**config.mk**
```make
export PLATFORM = sky130hd
export DESIGN_NAME = duty_cycled_particle_averager
export DESIGN_NICKNAME = d
export VERILOG_FILES = /design/src/rtl/dcpa_pkg.sv /design/src/rtl/dcpa_lane.sv /design/src/rtl/dcpa_ctrl.sv /design/src/rtl/duty_cycled_particle_averager.sv
export SDC_FILE = /design/constraint.sdc
export NUM_CORES = 1
export LEC_CHECK = 0
export ABC_AREA = 1
export BUFFER_PORTS_ARGS = -buffer_cell sky130_fd_sc_hd__buf_4
export CAP_MARGIN = 5
export CORE_MARGIN = 1.5
export CORE_UTILIZATION = 61
export CTS_CLUSTER_SIZE = 24
export DETAILED_ROUTE_END_ITERATION = 7
export MAX_ROUTING_LAYER = met4
export PLACE_DENSITY = 0.81
export RECOVER_POWER = 50
export SLEW_MARGIN = 15
export SYNTH_ARGS = -nofsm -noshare
export SYNTH_HDL_FRONTEND = slang
export SYNTH_SLANG_ARGS = --single-unit
```
**constraint.sdc**
```tcl
create_clock -name clk -period 6.63 [get_ports clk]
set_input_delay 1.326 -clock clk [delete_from_list [all_inputs] [get_ports clk]]
set_output_delay 1.326 -clock clk [all_outputs]
set_load 0.03 [all_outputs]
```
**src/rtl/dcpa_pkg.sv**
```systemverilog
// ----------------------------------------------------------------------------
// dcpa_pkg
// Shared types and constants for the duty-cycled particle averager.
// ----------------------------------------------------------------------------
`timescale 1ns / 1ps
`default_nettype none

package dcpa_pkg;

    localparam int MassW       = 16;
    localparam int SumW        = 24;
    localparam int CountW      = 8;
    localparam int TimeW       = 32;
    localparam int MaxSamples  = 255;
    localparam int ReadingBits = 16;

    // count stops at the lesser of MaxSamples and the count range, never below one
    localparam int CountLimitI = (MaxSamples > 255) ? 255 : ((MaxSamples < 1) ? 1 : MaxSamples);
    localparam logic [CountW-1:0] CountLimit = CountW'(CountLimitI);

    localparam logic [MassW-1:0] ReadingMask =
        (ReadingBits >= MassW) ? {MassW{1'b1}} : MassW'((1 << ReadingBits) - 1);

    // one quotient bit per divider step
    localparam int DivSteps = SumW;
    localparam int StepW    = $clog2(DivSteps);

    // register indexes on the apb port
    localparam logic [1:0] RegWakeInterval = 2'd0;
    localparam logic [1:0] RegWarmupDelay  = 2'd1;
    localparam logic [1:0] RegReadWindow   = 2'd2;

    localparam logic [TimeW-1:0] WakeIntervalRst = 32'd300000;
    localparam logic [TimeW-1:0] WarmupDelayRst  = 32'd30000;
    localparam logic [TimeW-1:0] ReadWindowRst   = 32'd10000;

    typedef enum logic [2:0] {
        ST_IDLE,
        ST_EVAL,
        ST_DIV,
        ST_PUB,
        ST_SAMPLE,
        ST_OUT
    } dcpa_state_t;

    typedef struct packed {
        logic load;
        logic accum;
        logic div_start;
        logic div_step;
        logic publish;
        logic clear;
    } dcpa_lane_cmd_t;

    typedef struct packed {
        logic              out_load;
        logic              enable;
        logic              published;
        logic [CountW-1:0] count;
    } dcpa_status_t;

endpackage

`default_nettype wire

```
**src/rtl/dcpa_lane.sv**
```systemverilog
// ----------------------------------------------------------------------------
// dcpa_lane
// One mass channel: saturating accumulator, serial restoring divider that
// works in place on the sum, and the held average.
// ----------------------------------------------------------------------------
`timescale 1ns / 1ps
`default_nettype none

module dcpa_lane
    import dcpa_pkg::*;
(
    input  wire logic              clk,
    input  wire logic              rst_n,
    input  wire dcpa_lane_cmd_t    cmd,
    input  wire logic [MassW-1:0]  mass,
    input  wire logic [CountW-1:0] divisor,
    output logic      [MassW-1:0]  avg
);

    logic [MassW-1:0]  mass_reg;
    logic [SumW-1:0]   sum_reg;
    logic [SumW-1:0]   sum_next;
    logic [CountW-1:0] rem_reg;
    logic [CountW-1:0] rem_next;
    logic [MassW-1:0]  avg_reg;
    logic [SumW:0]     acc_wide;
    logic [CountW:0]   rem_shift;
    logic              fits;

    assign acc_wide  = {1'b0, sum_reg} + {{(SumW-MassW+1){1'b0}}, mass_reg};
    assign rem_shift = {rem_reg, sum_reg[SumW-1]};
    assign fits      = rem_shift >= {1'b0, divisor};

    always_comb
    begin
        sum_next = sum_reg;
        rem_next = rem_reg;
        if (cmd.accum)
        begin
            sum_next = acc_wide[SumW] ? {SumW{1'b1}} : acc_wide[SumW-1:0];
        end
        else if (cmd.div_start)
        begin
            rem_next = '0;
        end
        else if (cmd.div_step)
        begin
            // quotient bits shift in from the bottom as the dividend leaves the top
            sum_next = {sum_reg[SumW-2:0], fits};
            rem_next = fits ? CountW'(rem_shift - {1'b0, divisor}) : rem_shift[CountW-1:0];
        end
        else if (cmd.publish || cmd.clear)
        begin
            sum_next = '0;
        end
    end

    always_ff @(posedge clk or negedge rst_n)
    begin
        if (!rst_n)
        begin
            sum_reg <= '0;
            avg_reg <= '0;
        end
        else
        begin
            sum_reg <= sum_next;
            if (cmd.publish)
            begin
                avg_reg <= sum_reg[MassW-1:0];
            end
        end
    end

    always_ff @(posedge clk)
    begin
        rem_reg <= rem_next;
        if (cmd.load)
        begin
            mass_reg <= mass & ReadingMask;
        end
    end

    assign avg = avg_reg;

endmodule

`default_nettype wire

```
**src/rtl/dcpa_ctrl.sv**
```systemverilog
// ----------------------------------------------------------------------------
// dcpa_ctrl
// Wake and window timing, sample count and the sequence that drives the
// three lanes through accumulate, divide and publish.
// ----------------------------------------------------------------------------
`timescale 1ns / 1ps
`default_nettype none

module dcpa_ctrl
    import dcpa_pkg::*;
(
    input  wire logic             clk,
    input  wire logic             rst_n,
    input  wire logic             in_valid,
    output logic                  in_ready,
    input  wire logic [TimeW-1:0] now_ms,
    input  wire logic             first_tick,
    input  wire logic             reading_valid,
    input  wire logic [TimeW-1:0] wake_interval_ms,
    input  wire logic [TimeW-1:0] warmup_delay_ms,
    input  wire logic [TimeW-1:0] read_window_ms,
    input  wire logic             out_free,
    output dcpa_lane_cmd_t        lane_cmd,
    output dcpa_status_t          status
);

    dcpa_state_t       state_reg;
    dcpa_state_t       state_next;
    logic [TimeW-1:0]  now_reg;
    logic              first_reg;
    logic              valid_reg;
    logic [TimeW-1:0]  wake_time_reg;
    logic              done_reg;
    logic              enable_reg;
    logic [CountW-1:0] count_reg;
    logic [StepW-1:0]  step_reg;
    logic              published_reg;

    logic [TimeW-1:0]  elapsed;
    logic [TimeW:0]    window_end;
    logic              wake;
    logic              close;
    logic              take;
    logic              accept;
    logic              do_wake;
    logic              do_close;
    logic              out_load;

    assign elapsed    = now_reg - wake_time_reg;
    assign window_end = {1'b0, warmup_delay_ms} + {1'b0, read_window_ms};
    assign wake       = (elapsed >= wake_interval_ms) || first_reg;
    assign close      = ({1'b0, elapsed} >= window_end) && !done_reg;
    // in the sample state the wake time is already updated for this tick
    assign take       = valid_reg && (elapsed >= warmup_delay_ms)
                        && ({1'b0, elapsed} < window_end) && (count_reg < CountLimit);
    assign accept     = in_valid && in_ready;

    always_comb
    begin
        state_next = state_reg;
        case (state_reg)
            ST_IDLE:
            begin
                if (in_valid)
                begin
                    state_next = ST_EVAL;
                end
            end
            ST_EVAL:
            begin
                if (!wake && close && (count_reg != '0))
                begin
                    state_next = ST_DIV;
                end
                else
                begin
                    state_next = ST_SAMPLE;
                end
            end
            ST_DIV:
            begin
                if (step_reg == StepW'(DivSteps - 1))
                begin
                    state_next = ST_PUB;
                end
            end
            ST_PUB:
            begin
                state_next = ST_SAMPLE;
            end
            ST_SAMPLE:
            begin
                state_next = ST_OUT;
            end
            ST_OUT:
            begin
                if (out_free)
                begin
                    state_next = ST_IDLE;
                end
            end
            default:
            begin
                state_next = ST_IDLE;
            end
        endcase
    end

    always_comb
    begin
        in_ready           = 1'b0;
        do_wake            = 1'b0;
        do_close           = 1'b0;
        lane_cmd           = '0;
        out_load           = 1'b0;
        case (state_reg)
            ST_IDLE:
            begin
                in_ready      = 1'b1;
                lane_cmd.load = in_valid;
            end
            ST_EVAL:
            begin
                do_wake            = wake;
                do_close           = !wake && close;
                lane_cmd.div_start = do_close && (count_reg != '0);
                lane_cmd.clear     = do_close && (count_reg == '0);
            end
            ST_DIV:
            begin
                lane_cmd.div_step = 1'b1;
            end
            ST_PUB:
            begin
                lane_cmd.publish = 1'b1;
            end
            ST_SAMPLE:
            begin
                lane_cmd.accum = take;
            end
            ST_OUT:
            begin
                out_load = out_free;
            end
            default:
            begin
                in_ready = 1'b0;
            end
        endcase
    end

    always_ff @(posedge clk or negedge rst_n)
    begin
        if (!rst_n)
        begin
            state_reg     <= ST_IDLE;
            wake_time_reg <= '0;
            done_reg      <= 1'b0;
            enable_reg    <= 1'b0;
            count_reg     <= '0;
            step_reg      <= '0;
            published_reg <= 1'b0;
        end
        else
        begin
            state_reg <= state_next;
            if (accept)
            begin
                published_reg <= 1'b0;
            end
            if (do_wake)
            begin
                wake_time_reg <= now_reg;
                enable_reg    <= 1'b1;
                done_reg      <= 1'b0;
            end
            if (do_close)
            begin
                enable_reg <= 1'b0;
                done_reg   <= 1'b1;
            end
            if (lane_cmd.clear || lane_cmd.publish)
            begin
                count_reg <= '0;
            end
            else if (lane_cmd.accum)
            begin
                count_reg <= count_reg + 1'b1;
            end
            if (lane_cmd.div_start)
            begin
                step_reg <= '0;
            end
            else if (lane_cmd.div_step)
            begin
                step_reg <= step_reg + 1'b1;
            end
            if (lane_cmd.publish)
            begin
                published_reg <= 1'b1;
            end
        end
    end

    always_ff @(posedge clk)
    begin
        if (accept)
        begin
            now_reg   <= now_ms;
            first_reg <= first_tick;
            valid_reg <= reading_valid;
        end
    end

    // out_load, enable, published, count from the top bit down
    assign status = {out_load, enable_reg, published_reg, count_reg};

endmodule

`default_nettype wire

```
**src/rtl/duty_cycled_particle_averager.sv**
```systemverilog
// ----------------------------------------------------------------------------
// duty_cycled_particle_averager
// Wakes a particle sensor on a fixed period, averages its readings over a
// window after warm-up and publishes the three mass averages.
// ----------------------------------------------------------------------------
// One update tick is taken at a time. On the tick that closes a window with
// samples, the three lanes run a 24-step serial division of their sums by
// the sample count in lockstep, one quotient bit per cycle. The next tick is
// accepted in the cycle after the result is loaded into the output register,
// even while that beat still waits for m_tready; a stalled output holds the
// next result back. Configuration registers sit at byte addresses 0x0 (wake
// interval), 0x4 (warm-up delay) and 0x8 (read window), all in milliseconds.
// ----------------------------------------------------------------------------
`timescale 1ns / 1ps
`default_nettype none

module duty_cycled_particle_averager
    import dcpa_pkg::*;
(
    input  wire logic        clk,
    input  wire logic        rst_n,
    input  wire logic        s_tvalid,
    output logic             s_tready,
    // now_ms[31:0], first_tick[32], reading_valid[33], mass_pm1[49:34],
    // mass_pm25[65:50], mass_pm10[81:66], zero fill [87:82]
    input  wire logic [87:0] s_tdata,
    output logic             m_tvalid,
    input  wire logic        m_tready,
    // sensor_enable[0], averages_updated[1], avg_pm1[17:2], avg_pm25[33:18],
    // avg_pm10[49:34], window_samples[57:50], zero fill [63:58]
    output logic      [63:0] m_tdata,
    input  wire logic        psel,
    input  wire logic        penable,
    input  wire logic        pwrite,
    input  wire logic [3:0]  paddr,
    input  wire logic [31:0] pwdata,
    output logic      [31:0] prdata,
    output logic             pready
);

    logic [TimeW-1:0] wake_interval_reg;
    logic [TimeW-1:0] warmup_delay_reg;
    logic [TimeW-1:0] read_window_reg;
    logic             cfg_write;
    logic [1:0]       cfg_sel;

    dcpa_lane_cmd_t   lane_cmd;
    dcpa_status_t     status;
    logic             out_free;
    logic [MassW-1:0] avg_pm1;
    logic [MassW-1:0] avg_pm25;
    logic [MassW-1:0] avg_pm10;

    logic             m_tvalid_reg;
    logic [63:0]      m_tdata_reg;

    // apb register file
    assign pready    = 1'b1;
    assign cfg_sel   = paddr[3:2];
    assign cfg_write = psel && penable && pwrite && pready;

    always_ff @(posedge clk or negedge rst_n)
    begin
        if (!rst_n)
        begin
            wake_interval_reg <= WakeIntervalRst;
            warmup_delay_reg  <= WarmupDelayRst;
            read_window_reg   <= ReadWindowRst;
        end
        else if (cfg_write)
        begin
            case (cfg_sel)
                RegWakeInterval: wake_interval_reg <= pwdata;
                RegWarmupDelay:  warmup_delay_reg  <= pwdata;
                RegReadWindow:   read_window_reg   <= pwdata;
                default:         wake_interval_reg <= wake_interval_reg;
            endcase
        end
    end

    always_comb
    begin
        case (cfg_sel)
            RegWakeInterval: prdata = wake_interval_reg;
            RegWarmupDelay:  prdata = warmup_delay_reg;
            RegReadWindow:   prdata = read_window_reg;
            default:         prdata = '0;
        endcase
    end

    dcpa_ctrl u_ctrl (
        .clk              (clk),
        .rst_n            (rst_n),
        .in_valid         (s_tvalid),
        .in_ready         (s_tready),
        .now_ms           (s_tdata[31:0]),
        .first_tick       (s_tdata[32]),
        .reading_valid    (s_tdata[33]),
        .wake_interval_ms (wake_interval_reg),
        .warmup_delay_ms  (warmup_delay_reg),
        .read_window_ms   (read_window_reg),
        .out_free         (out_free),
        .lane_cmd         (lane_cmd),
        .status           (status)
    );

    dcpa_lane u_lane_pm1 (
        .clk     (clk),
        .rst_n   (rst_n),
        .cmd     (lane_cmd),
        .mass    (s_tdata[49:34]),
        .divisor (status.count),
        .avg     (avg_pm1)
    );

    dcpa_lane u_lane_pm25 (
        .clk     (clk),
        .rst_n   (rst_n),
        .cmd     (lane_cmd),
        .mass    (s_tdata[65:50]),
        .divisor (status.count),
        .avg     (avg_pm25)
    );

    dcpa_lane u_lane_pm10 (
        .clk     (clk),
        .rst_n   (rst_n),
        .cmd     (lane_cmd),
        .mass    (s_tdata[81:66]),
        .divisor (status.count),
        .avg     (avg_pm10)
    );

    // merge lanes and control status into the output beat
    assign out_free = !m_tvalid_reg || m_tready;

    always_ff @(posedge clk or negedge rst_n)
    begin
        if (!rst_n)
        begin
            m_tvalid_reg <= 1'b0;
        end
        else if (status.out_load)
        begin
            m_tvalid_reg <= 1'b1;
        end
        else if (m_tready)
        begin
            m_tvalid_reg <= 1'b0;
        end
    end

    always_ff @(posedge clk)
    begin
        if (status.out_load)
        begin
            m_tdata_reg <= {6'd0, status.count, avg_pm10, avg_pm25, avg_pm1,
                            status.published, status.enable};
        end
    end

    assign m_tvalid = m_tvalid_reg;
    assign m_tdata  = m_tdata_reg;

endmodule

`default_nettype wire

```
* Word-level counts from Yosys, hierarchy flattened
Index checks and enable logic that the tools add are counted.
Widths: inputs -> output; s select.
** Storage, ports and cells
- Register bits :: 432
- Input bits :: 131
- Output and inout bits :: 99
- Word-level logic and storage cells :: 137
** Operators by class
- Add/sub/neg operators :: 10
- $lt $le $gt $ge :: 8
- Equal/unequal tests :: 12
- Muxes and demuxes :: 47
- Bitwise gates (word level) :: 1
- Reduce and logical (&&, ||, !) cells :: 32
** Operators by type and width (count)
- $mux 24 :: 13
- $pmux 32 s3 :: 1
- $add 24x16->25 :: 3
- $ge 32x32->1 :: 2
- $mux 8 :: 8
- $add 32x32->33 :: 1
- $ge 32x33->1 :: 1
- $lt 32x33->1 :: 1
- $sub 32x32->32 :: 1
- $ge 9x8->1 :: 3
- $sub 8x8->8 :: 3
- $mux 1 :: 18
- $pmux 3 s6 :: 1
- $mux 3 :: 4
- $logic_and 1x1->1 :: 10
- $mux 5 :: 2
- $reduce_and 2->1 :: 5
- $reduce_bool 2->1 :: 5
- $add 8x1->8 const B :: 1
- $logic_not 8->1 :: 1
- $lt 8x8->1 const B :: 1
- $reduce_bool 8->1 :: 1
- $eq 3x2->1 const B :: 2
- $eq 3x3->1 const B :: 2
- 14 further kinds :: 20

* Logic depth before layout (Yosys ltp)
Gate-level depths: netlist of the first run.
- Word-level depth :: 12
- Depth in mapped cells :: 34
- Mapped depth without buffers :: 34

* Hierarchy
A second synthesis of the first run with hierarchy kept.
** Second synthesis, totals
- Cell total of the unflattened synthesis :: 3704
- Area total of the unflattened synthesis :: 28951.5 sq um
** By module, submodules not included
- dcpa_lane :: instances 3, cells each 621, area an instance 4545.6 sq um, seq. area each 1721.7 sq um
- dcpa_ctrl :: instances 1, cells each 1212, area an instance 9222.6 sq um, seq. area each 2297.2 sq um
- duty_cycled_particle_averager :: instances 1, cells each 629, area an instance 6092.1 sq um, seq. area each 4194.0 sq um

* Least setup slack after synthesis of the first run
Ideal clock, no wire load.
- Path type :: flip-flop to flip-flop
- Start point :: register warmup_delay_reg[0]
- End point :: register u_lane_pm1.rem_reg[0] (enable)
- Library setup time :: 438 ps
- Arrival time :: 5068 ps
- Data required time :: 6192 ps
- Slack :: 1123 ps
- Stages on the path, launching flop included :: 25
- Buffers on the path :: 0
- Period minus slack after synthesis :: 5507 ps
- Cells stage by stage :: dfrtp_1 > ha_1 > fa_1 > nand3_1 > nand3_1 > nand2_1 > nand2_2 > nand2_1 > nand2_1 > nand2_1 > nand2_1 > nand2_1 > nand2_1 > a21boi_0 > o21ai_0 > xnor2_1 > ha_1 > nand3_1 > nor3_1 > nand3_1 > nor2_1 > nand2_1 > a21oi_2 > nand3_2 > o21ai_0
** Between the ends
- Cells in the longest elaborated chain, start to end :: 8
- Elaborated cells on any way between the ends :: 15
- Those cells by class :: add/sub (1); order compare (3); mux (2); bitwise (1); reduce/logical (8)
** Ends and longest elaborated chain
- from (decl) :: RTL line duty_cycled_particle_averager.sv:42 : logic [TimeW-1:0] warmup_delay_reg;
- from (signal assigned) :: RTL line duty_cycled_particle_averager.sv:67 : warmup_delay_reg <= WarmupDelayRst;
- from (signal assigned) :: RTL line duty_cycled_particle_averager.sv:74 : RegWarmupDelay: warmup_delay_reg <= pwdata;
- $add 32x32->33 :: RTL line dcpa_ctrl.sv:50 : assign window_end = {1'b0, warmup_delay_ms} + {1'b0, read_window_ms};
- $ge 32x33->1 :: RTL line dcpa_ctrl.sv:52 : assign close = ({1'b0, elapsed} >= window_end) && !done_reg;
- $logic_and 1x1->1 :: RTL line dcpa_ctrl.sv:52
- $logic_and 1x1->1 :: RTL line dcpa_ctrl.sv:125 : do_close = !wake && close;
- $logic_and 1x1->1 :: RTL line dcpa_ctrl.sv:126 : lane_cmd.div_start = do_close && (count_reg != '0);
- $mux 1 :: RTL line dcpa_ctrl.sv:116 : case (state_reg)
- $reduce_bool 2->1 (no source line)
- $reduce_and 2->1 (no source line) (*)
- to (signal assigned) :: RTL line dcpa_lane.sv:77 : rem_reg <= rem_next;
- to (decl) :: RTL line dcpa_lane.sv:23 : logic [CountW-1:0] rem_reg;
Mark *: on every way between the ends. The rest lies on a longest branch, timed or not.
A chain may end at the register's enable or synchronous reset.

* Worst setup path after layout of the first run
- Start point :: register u_ctrl.now_reg[0]
- End point :: register u_ctrl.wake_time_reg[22]
** Between the ends
- Cells in the longest elaborated chain, start to end :: 4
** Ends and longest elaborated chain
- from (decl) :: RTL line dcpa_ctrl.sv:29 : logic [TimeW-1:0] now_reg;
- from (signal assigned) :: RTL line dcpa_ctrl.sv:209 : now_reg <= now_ms;
- $sub 32x32->32 :: RTL line dcpa_ctrl.sv:49 : assign elapsed = now_reg - wake_time_reg;
- $ge 32x32->1 :: RTL line dcpa_ctrl.sv:51 : assign wake = (elapsed >= wake_interval_ms) || first_reg;
- $logic_or 1x1->1 :: RTL line dcpa_ctrl.sv:51
- $mux 1 :: RTL line dcpa_ctrl.sv:116
- to (signal assigned) :: RTL line dcpa_ctrl.sv:173 : wake_time_reg <= now_reg;
- to (decl) :: RTL line dcpa_ctrl.sv:32 : logic [TimeW-1:0] wake_time_reg;
No other way between the ends.

==> summary.md, run 1 <==
| Metric | Value |
|---|---|
| Yosys warns | 0 |
| DIE HEIGHT | 211 µm |
| Core Rows | 75 |
| R2r worst-path depth | 23 |
| Synth top cells by count | nand2_1 (760), inv_1 (366), o21ai_0 (338), dfrtp_1 (248), a21oi_1 (235) |
| Initial core utilization | 0.624 |
| Combinational power share | 0.547 |
| Pwr Density | 498 nW/µm² |
| Worst setup EP type | flip-flop |
| Clock slew seen by the registers of the worst setup and hold paths | 60 ps |
| Top layer in use | met4 |
| Final #Nets | 3700 |
| Post-synth EDFFs | 164 |
| Clk Latency, worst-skew pair | 620 ps |
| Worst reg2reg path endpoint | u_ctrl.wake_time_reg[22]$_DFFE_PN0P_ |
| Critical path arrival | 6300 ps |
| Main area contributors after synthesis | dfrtp_1 (24%), edfxtp_1 (19%), ha_1 (11%) |
| DRC viols | 0 |
| Mux contribution to synthesized area | 0 |
| Hold Path Class | flip-flop to flip-flop |
| Power, Total | 14.9 mW |
| Maximum clock rate | 172 MHz |
| Startpoint Class | flip-flop |
| CTS Hold Bufs | 0 |
| CP Max Fanout | 34 |
| Mapped Cells | 3130 |
| Slew headroom | -1.36 |
| Final ANT Viol Nets | 0 |
| Yosys top cell by area | dfrtp_1 |
| Core area | 42200 µm² |
| Status | finished, violations left |
| Main flop type after synthesis | dfrtp_1 |
| Peak supply drop | 0.000397 V |
| Met3 WL | 4790 µm |
| Synthesized area | 26300 µm² |
| Total global-route track usage | 0.332 |
| RSZ-0062 raised after global routing | no |
| DP Wirelength | 50800 µm |
| Synth unique cells | 50 |
| WL final | 70900 µm |
| Sw power | 6.88 mW |
| Count leader, synth | nand2_1 |
| Setup Skew | 42.0 ps |
| Via density | 5.82 |
| CTS Buffer Depth | 3 |
| Clock Power Share | 0.173 |
| Antenna violations before repair | 0 |
| Via count | 22700 |
| Pin count of the biggest net entering global routing | 144 |
| R2R Setup Slk | 830 ps |
| Final Hold Fails | 0 |
| First-pass GRT wire length | 114000 µm |
| Root buf cell | clkbuf_16 |
| Num CTS Buffers | 47 |
| Fin crit period | 5800 ps |
| Met2 WL post-DR | 31900 µm |
| Setup TNS | 0 ps |
| Routability cong. | 1.02 |
| Sequential fraction of design power | 0.279 |
| Leakage dissipation | 14.3 nW |
| Post-CTS Setup Repair Bufs | 0 |
| Largest family of logic cells by synthesized area | simple AND/OR/NAND/NOR gates |
| Slack of the critical path | 826 ps |
| Compound-gate portion of the synthesized area | 0.142 |
| Post-Synth Simple-Gate Area | 0.184 |
| Async SR Flop Fraction | 0.620 |
| Vias in the first global route | 22400 |
| Port Buf Inserts | 214 |
| CTS tree | yes |
| Tcrit/Tclk final | 0.875 |
| Worst r2r src | u_ctrl.now_reg[0]$_DFFE_PP_ |
| Worst-Margin Slew | 3550 ps |
| Synth-to-Final Area Change | 13.4% |
| Worst EP required | 7120 ps |
| Adder-Cell Fraction of Synth Area | 0.117 |
| Final hold slack | 445 ps |
| Share of the synthesized area in the top cell type | 0.236 |
| Met1 WL | 32000 µm |
| Syn Area/Cell | 8.41 µm² |
| Int Pwr | 8.00 mW |
| I/O pins | 230 |
| GRT overflow | 0 |
| Clock sink count | 432 |
| XOR/XNOR share of the synthesized area | 0.0426 |
| Net Sw Frac | 0.462 |
| Synth Register Bits | 432 |
| Antenna Cells | 0 |
| Violated checks | capacitance limit, slew limit |
| Full die area | 44400 µm² |
| Critical Path Sink | u_ctrl.wake_time_reg[22]$_DFFE_PN0P_ |
| H-tree depth | 2 |
| 1st-iter DRT viols | 2161 |
| Critical path type | flip-flop to flip-flop |
| First-pass iteration count of the detailed router | 6 |
| Sequential fraction of the synthesis area | 0.443 |
| Post-CTS Resized | 0 |
| DR WL/cell | 18.1 µm |
| Count of pins over their slew limit | 404 |
| Layout cell share with drive strength beyond 1 | 0.102 |
| Dpl ws | 996 ps |
| Final setup viols | 0 |
| Max FFs per register | 58 |
| Max Cap Viol | 6 |
| Die X | 211 µm |
| Setup crit start | u_ctrl.now_reg[0]$_DFFE_PP_ |
cells in the final DEF, fill, tap and decap left out, types with 11 or more instances in the layout:
master	synthesis	layout
nand2_1	760	759
inv_1	366	365
o21ai_0	338	337
dfrtp_1	248	248
a21oi_1	235	235
ha_1	234	234
nor2_1	171	168
edfxtp_1	164	164
buf_4	9	150
nand4_1	95	95
xor2_1	75	75
nand3_1	74	74
clkbuf_4	0	74
xnor2_1	53	53
clkbuf_16	0	47
o211ai_1	36	36
nor3_1	34	34
clkbuf_1	60	22
dfstp_2	20	20
a21o_1	17	17
a31oi_1	16	16
o21bai_1	14	14
o21a_1	12	12
nor4_1	12	12
clkinv_1	3	11
worst min-delay path by stage:
| stage | start | to | slack [ps] | cells after the start |
|---|---|---|---|---|
| 2_1_floorplan | u_ctrl.published_reg$_DFFE_PN0P_ | m_tdata[1]$_DFFE_PP_ | 420 | 0 |
| 4_1_cts | u_ctrl.enable_reg$_DFFE_PN0P_ | m_tdata[0]$_DFFE_PP_ | 440 | 0 |
| 3_5_place_dp | u_ctrl.enable_reg$_DFFE_PN0P_ | m_tdata[0]$_DFFE_PP_ | 430 | 0 |
| 6_report | u_ctrl.enable_reg$_DFFE_PN0P_ | m_tdata[0]$_DFFE_PP_ | 440 | 0 |
| 3_3_place_gp | u_ctrl.published_reg$_DFFE_PN0P_ | m_tdata[1]$_DFFE_PP_ | 430 | 0 |
| 5_1_grt | u_lane_pm1.avg[9]$_DFFE_PN0P_ | m_tdata[11]$_DFFE_PP_ | 460 | 0 |
per-layer routing:
metal  track usage  up-vias
met1         0.456    10800
met5             -        -
met3        0.0489      138
li1              -    10900
met4         0.116        0
met2         0.505      835
critical path: stages, from the launching register on:
cell	delay, ps
edfxtp_1	380
inv_1	90
ha_1	150
inv_1	80
fa_1	420
nand3_1	110
nand2_1	140
a21oi_1	300
inv_1	70
a21oi_1	250
o221ai_1	260
a21oi_1	220
xnor2_1	260
ha_1	330
nand2_1	90
nor2_1	90
nand2_1	150
inv_1	50
a21oi_1	140
nand4_1	230
nand2_1	320
clkinv_1	750
buf_4	510
o21ai_0	270
final cells by class:
class	count	area, µm²
inverters	372	1400
clock inverters	29	258
flip-flops and latches	432	11700
clock buffers	59	1260
well taps	539	674
repair buffers	240	1760
multi-input cells	2234	12900
fillers	3310	12400
kinds of logic (layout without fill, tap and decap cells):
group           count (synthesis)  after routing
simple gates                 1166           1166
compound gates                691            691
buf+inv                       469            700
flops                         432            432
fa+ha+maj                     242            242
xor+xnor                      128            128
other cells                     2              7
power by group through the flow:
stage	logic, mW	registers, mW	clock network, mW
2_1_floorplan	5.53	4.24	0
3_3_place_gp	7.64	4.13	0
3_5_place_dp	7.95	4.17	0
4_1_cts	8.05	4.13	2.60
5_1_grt	9.15	4.22	2.69
6_report	8.14	4.16	2.58
metrics by stage:
stage	instances	instance area [µm²]	utilization
floorplan	3135	26400	-
global placement	3817	28400	0.673
detailed placement	3817	28400	0.673
CTS	3905	29900	0.709
global route	3905	29900	0.707
finish	3905	29900	0.707
(Power assumes the default switching activity.)
==> run 2, diff against run 1 <==
--- a/config.mk
+++ b/config.mk
@@ -9,11 +9,12 @@
 export BUFFER_PORTS_ARGS = -buffer_cell sky130_fd_sc_hd__buf_4
 export CAP_MARGIN = 5
 export CORE_MARGIN = 1.5
-export CORE_UTILIZATION = 61
+export CORE_UTILIZATION = 57
+export CTS_BUF_LIST = sky130_fd_sc_hd__clkbuf_8
 export CTS_CLUSTER_SIZE = 24
 export DETAILED_ROUTE_END_ITERATION = 7
 export MAX_ROUTING_LAYER = met4
-export PLACE_DENSITY = 0.81
+export PLACE_DENSITY = 0.8
 export RECOVER_POWER = 50
 export SLEW_MARGIN = 15
 export SYNTH_ARGS = -nofsm -noshare
==> constraint.sdc (replaced) <==
create_clock -name clk -period 5.2 [get_ports clk]
set_input_delay 1.04 -clock clk [delete_from_list [all_inputs] [get_ports clk]]
set_output_delay 1.04 -clock clk [all_outputs]
set_load 0.03 [all_outputs]
==> summary.md, run 2 (synthesized netlist as in run 1, its figures left out) <==
| Metric | Value |
|---|---|
| Root buf cell | clkbuf_8 |
| Synth-to-Final Area Change | 14.5% |
| Max FFs per register | 58 (unchanged) |
| Placed Cells | 3886 (+1.8%) |
| Net Sw Frac | 0.460 (-0.00220) |
| Full die area | 47500 µm² (+6.9%) |
| Worst EP required | 4160 ps (-2960 ps) |
| Violated checks | capacitance limit, slew limit |
| R2r worst-path depth | 25 (+8.7%) |
| Max Cap Viol | 6 (unchanged) |
| Cell Area, Placed | 28600 µm² (+0.72%) |
| Dpl ws | 311 ps (-685 ps) |
| Num CTS Buffers | 73 (+55%) |
| Tcrit/Tclk final | 0.952 |
| Final setup viols | 0 (unchanged) |
| Startpoint Class | input pin |
| 1st-iter DRT viols | 1962 (-9.2%) |
| Clock Power Share | 0.171 (-0.002) |
| Die X | 218 µm (+3.4%) |
| Antenna violations before repair | 2 (+2) |
| Hold EP | m_tdata[32]$_DFFE_PP_ |
| Count of pins over their slew limit | 375 (-7.2%) |
| Routability cong. | 0.955 (-6.3%) |
| Worst r2r src | u_ctrl.now_reg[0]$_DFFE_PP_ |
| Leakage dissipation | 14.5 nW (+1.6%) |
| CTS tree | yes |
| Pin count of the biggest net entering global routing | 100 (-31%) |
| Worst reg2reg path endpoint | u_lane_pm1.sum_reg[16]$_DFFE_PN0P_ |
| Clock slew seen by the registers of the worst setup and hold paths | 60 ps (about the same) |
| Pwr Density | 623 nW/µm² (+25%) |
| Critical path type | input pin to output pin |
| Status | finished, violations left |
| Final Util | 0.663 (-0.0440) |
| Worst Hold Launch | u_lane_pm25.avg[14]$_DFFE_PN0P_ |
| DRC viols | 0 (unchanged) |
| I/O pins | 230 (unchanged) |
| Layout cell share with drive strength beyond 1 | 0.113 (+0.0103) |
| Maximum clock rate | 202 MHz |
| Final ANT Viol Nets | 0 (unchanged) |
| Vias in the first global route | 22700 (+1.2%) |
| DP Wirelength | 49900 µm (-1.7%) |
| First-pass GRT wire length | 113000 µm (-0.94%) |
| CTS Hold Bufs | 0 (unchanged) |
| Sequential fraction of design power | 0.282 (+0.003) |
| Worst path slowest cell | nor2_1 |
| Clk Latency, worst-skew pair | 680 ps (+60 ps) |
| Hold Path Class | flip-flop to flip-flop |
| Setup Skew | 44.0 ps (+2.00 ps) |
| Commonest non-fill, non-tap cell in the layout | nand2_1 |
| First-pass iteration count of the detailed router | 6 (unchanged) |
| Combinational power share | 0.547 (about the same) |
| H-tree depth | 3 (+1) |
| RSZ-0062 raised after global routing | no |
| Final hold slack | 445 ps (+0.439 ps) |
| Worst-Margin Slew | 2730 ps (-813 ps) |
| Setup TNS | 0 ps (unchanged) |
| Sw power | 8.64 mW (+26%) |
| Via density | 5.70 (-2.1%) |
| Fin crit period | 4950 ps |
| Crit path largest cell delay | 1940 ps (+1190 ps) |
| Slack of the critical path | 248 ps (-578 ps) |
| Initial core utilization | 0.579 (-0.0446) |
| Cell family with most CP delay | simple AND/OR/NAND/NOR gates |
| CP Cell Sequence | clkbuf_1, nor2_1, nand2_1, o211ai_1, buf_4 |
| Final Hold Fails | 0 (unchanged) |
| WL final | 69800 µm (-1.5%) |
| DR WL/cell | 17.3 µm (-4.4%) |
| Buffers plus inverters on the worst setup path | 2 (-4) |
| CP Max Fanout | 33 (-2.9%) |
| Via count | 22900 (+0.86%) |
| Final #Nets | 3736 (+0.97%) |
| Total global-route track usage | 0.306 (-0.0259) |
| Design Area, Final | 30200 µm² (+0.99%) |
| Slew headroom | -0.823 (+0.542) |
| Port Buf Inserts | 214 (unchanged) |
| Int Pwr | 10.1 mW (+27%) |
| Clock sink count | 432 (unchanged) |
| Non-Filler Instances | 4024 (+3.0%) |
| Power, Total | 18.8 mW (+26%) |
| GRT overflow | 0 (unchanged) |
| Core Rows | 78 (+4.0%) |
| DIE HEIGHT | 218 µm (+3.4%) |
| Most frequent cells in the layout | nand2_1 (759), inv_1 (392), o21ai_0 (336) |
| Critical path arrival | 3910 ps (-2390 ps) |
| CTS Buffer Depth | 3 (unchanged) |
| WHS Path Cells | 0 (unchanged) |
| Peak supply drop | 0.000383 V (-3.6%) |
| Core area | 45500 µm² (+7.7%) |
| Worst setup EP type | output pin |
| R2R Setup Slk | 340 ps (-490 ps) |
==> run 2: cell count changes in the layout (fill, tap and decap cells not counted), moves of 5 or more <==
cell        before  now
clkbuf_8         4   87
clkbuf_16       47    1
inv_1          365  392
clkbuf_4        74   67
clkinv_2        10    5
clkinvlp_4       5    0
==> run 2: worst max path at each step <==
stage	start	end	slack, ps	cells past startpoint
finish	paddr[3]	prdata[29]	250	5
global route	warmup_delay_reg[0]$_DFFE_PN0P_	u_lane_pm10.rem_reg[5]$_SDFFCE_PP0P_	10	26
CTS	warmup_delay_reg[0]$_DFFE_PN0P_	u_lane_pm10.rem_reg[6]$_SDFFCE_PP0P_	240	25
detailed placement	warmup_delay_reg[0]$_DFFE_PN0P_	u_lane_pm10.rem_reg[6]$_SDFFCE_PP0P_	310	25
global placement	warmup_delay_reg[0]$_DFFE_PN0P_	u_lane_pm10.rem_reg[7]$_SDFFCE_PP0P_	340	26
floorplan	s_tvalid	u_ctrl.first_reg$_DFFE_PP_	180	2
==> run 2: metal layers <==
| layer | GRT usage | vias up | share of wire |
|---|---|---|---|
| met5 | - | - | 0 |
| met4 | 0.100 | 0 | 0.028 |
| li1 | - | 11000 | - |
| met3 | 0.0662 | 140 | 0.086 |
| met2 | 0.469 | 864 | 0.46 |
| met1 | 0.405 | 10900 | 0.43 |
==> run 2: final cells by class <==
cell class | count | area (µm²)
sequential | 432 | 11700
clock buffer | 87 | 1200
multi-input combinational | 2234 | 12900
clock inverter | 47 | 337
fill | 3726 | 15300
timing repair buffer | 250 | 1890
tap | 600 | 751
antenna | 2 | 5.00
inverter | 372 | 1400
==> run 2: what timing repair did <==
item | 4_1_cts | 5_1_grt
resized for setup | 0 | 17
setup buffers | 0 | 1
endpoints found under the setup margin | 0 | 124
==> run 2: worst register-to-register path, delay by kind of cell (launching register included) <==
family	cells	cell delay (ps)
AO/OA/AOI/OAI	5	1010
buffers and inverters	5	690
adder cells (fa/ha/maj)	3	830
XOR/XNOR	1	150
flip-flops	1	360
AND/OR/NAND/NOR	11	1760
==> run 2: power groups by stage <==
stage	registers (mW)	logic [mW]	clock network, mW
2_1_floorplan	5.40	7.05	0
6_report	5.29	10.3	3.22
4_1_cts	5.28	10.1	3.27
3_3_place_gp	5.28	9.71	0
5_1_grt	5.38	11.7	3.42
3_5_place_dp	5.32	10.0	0
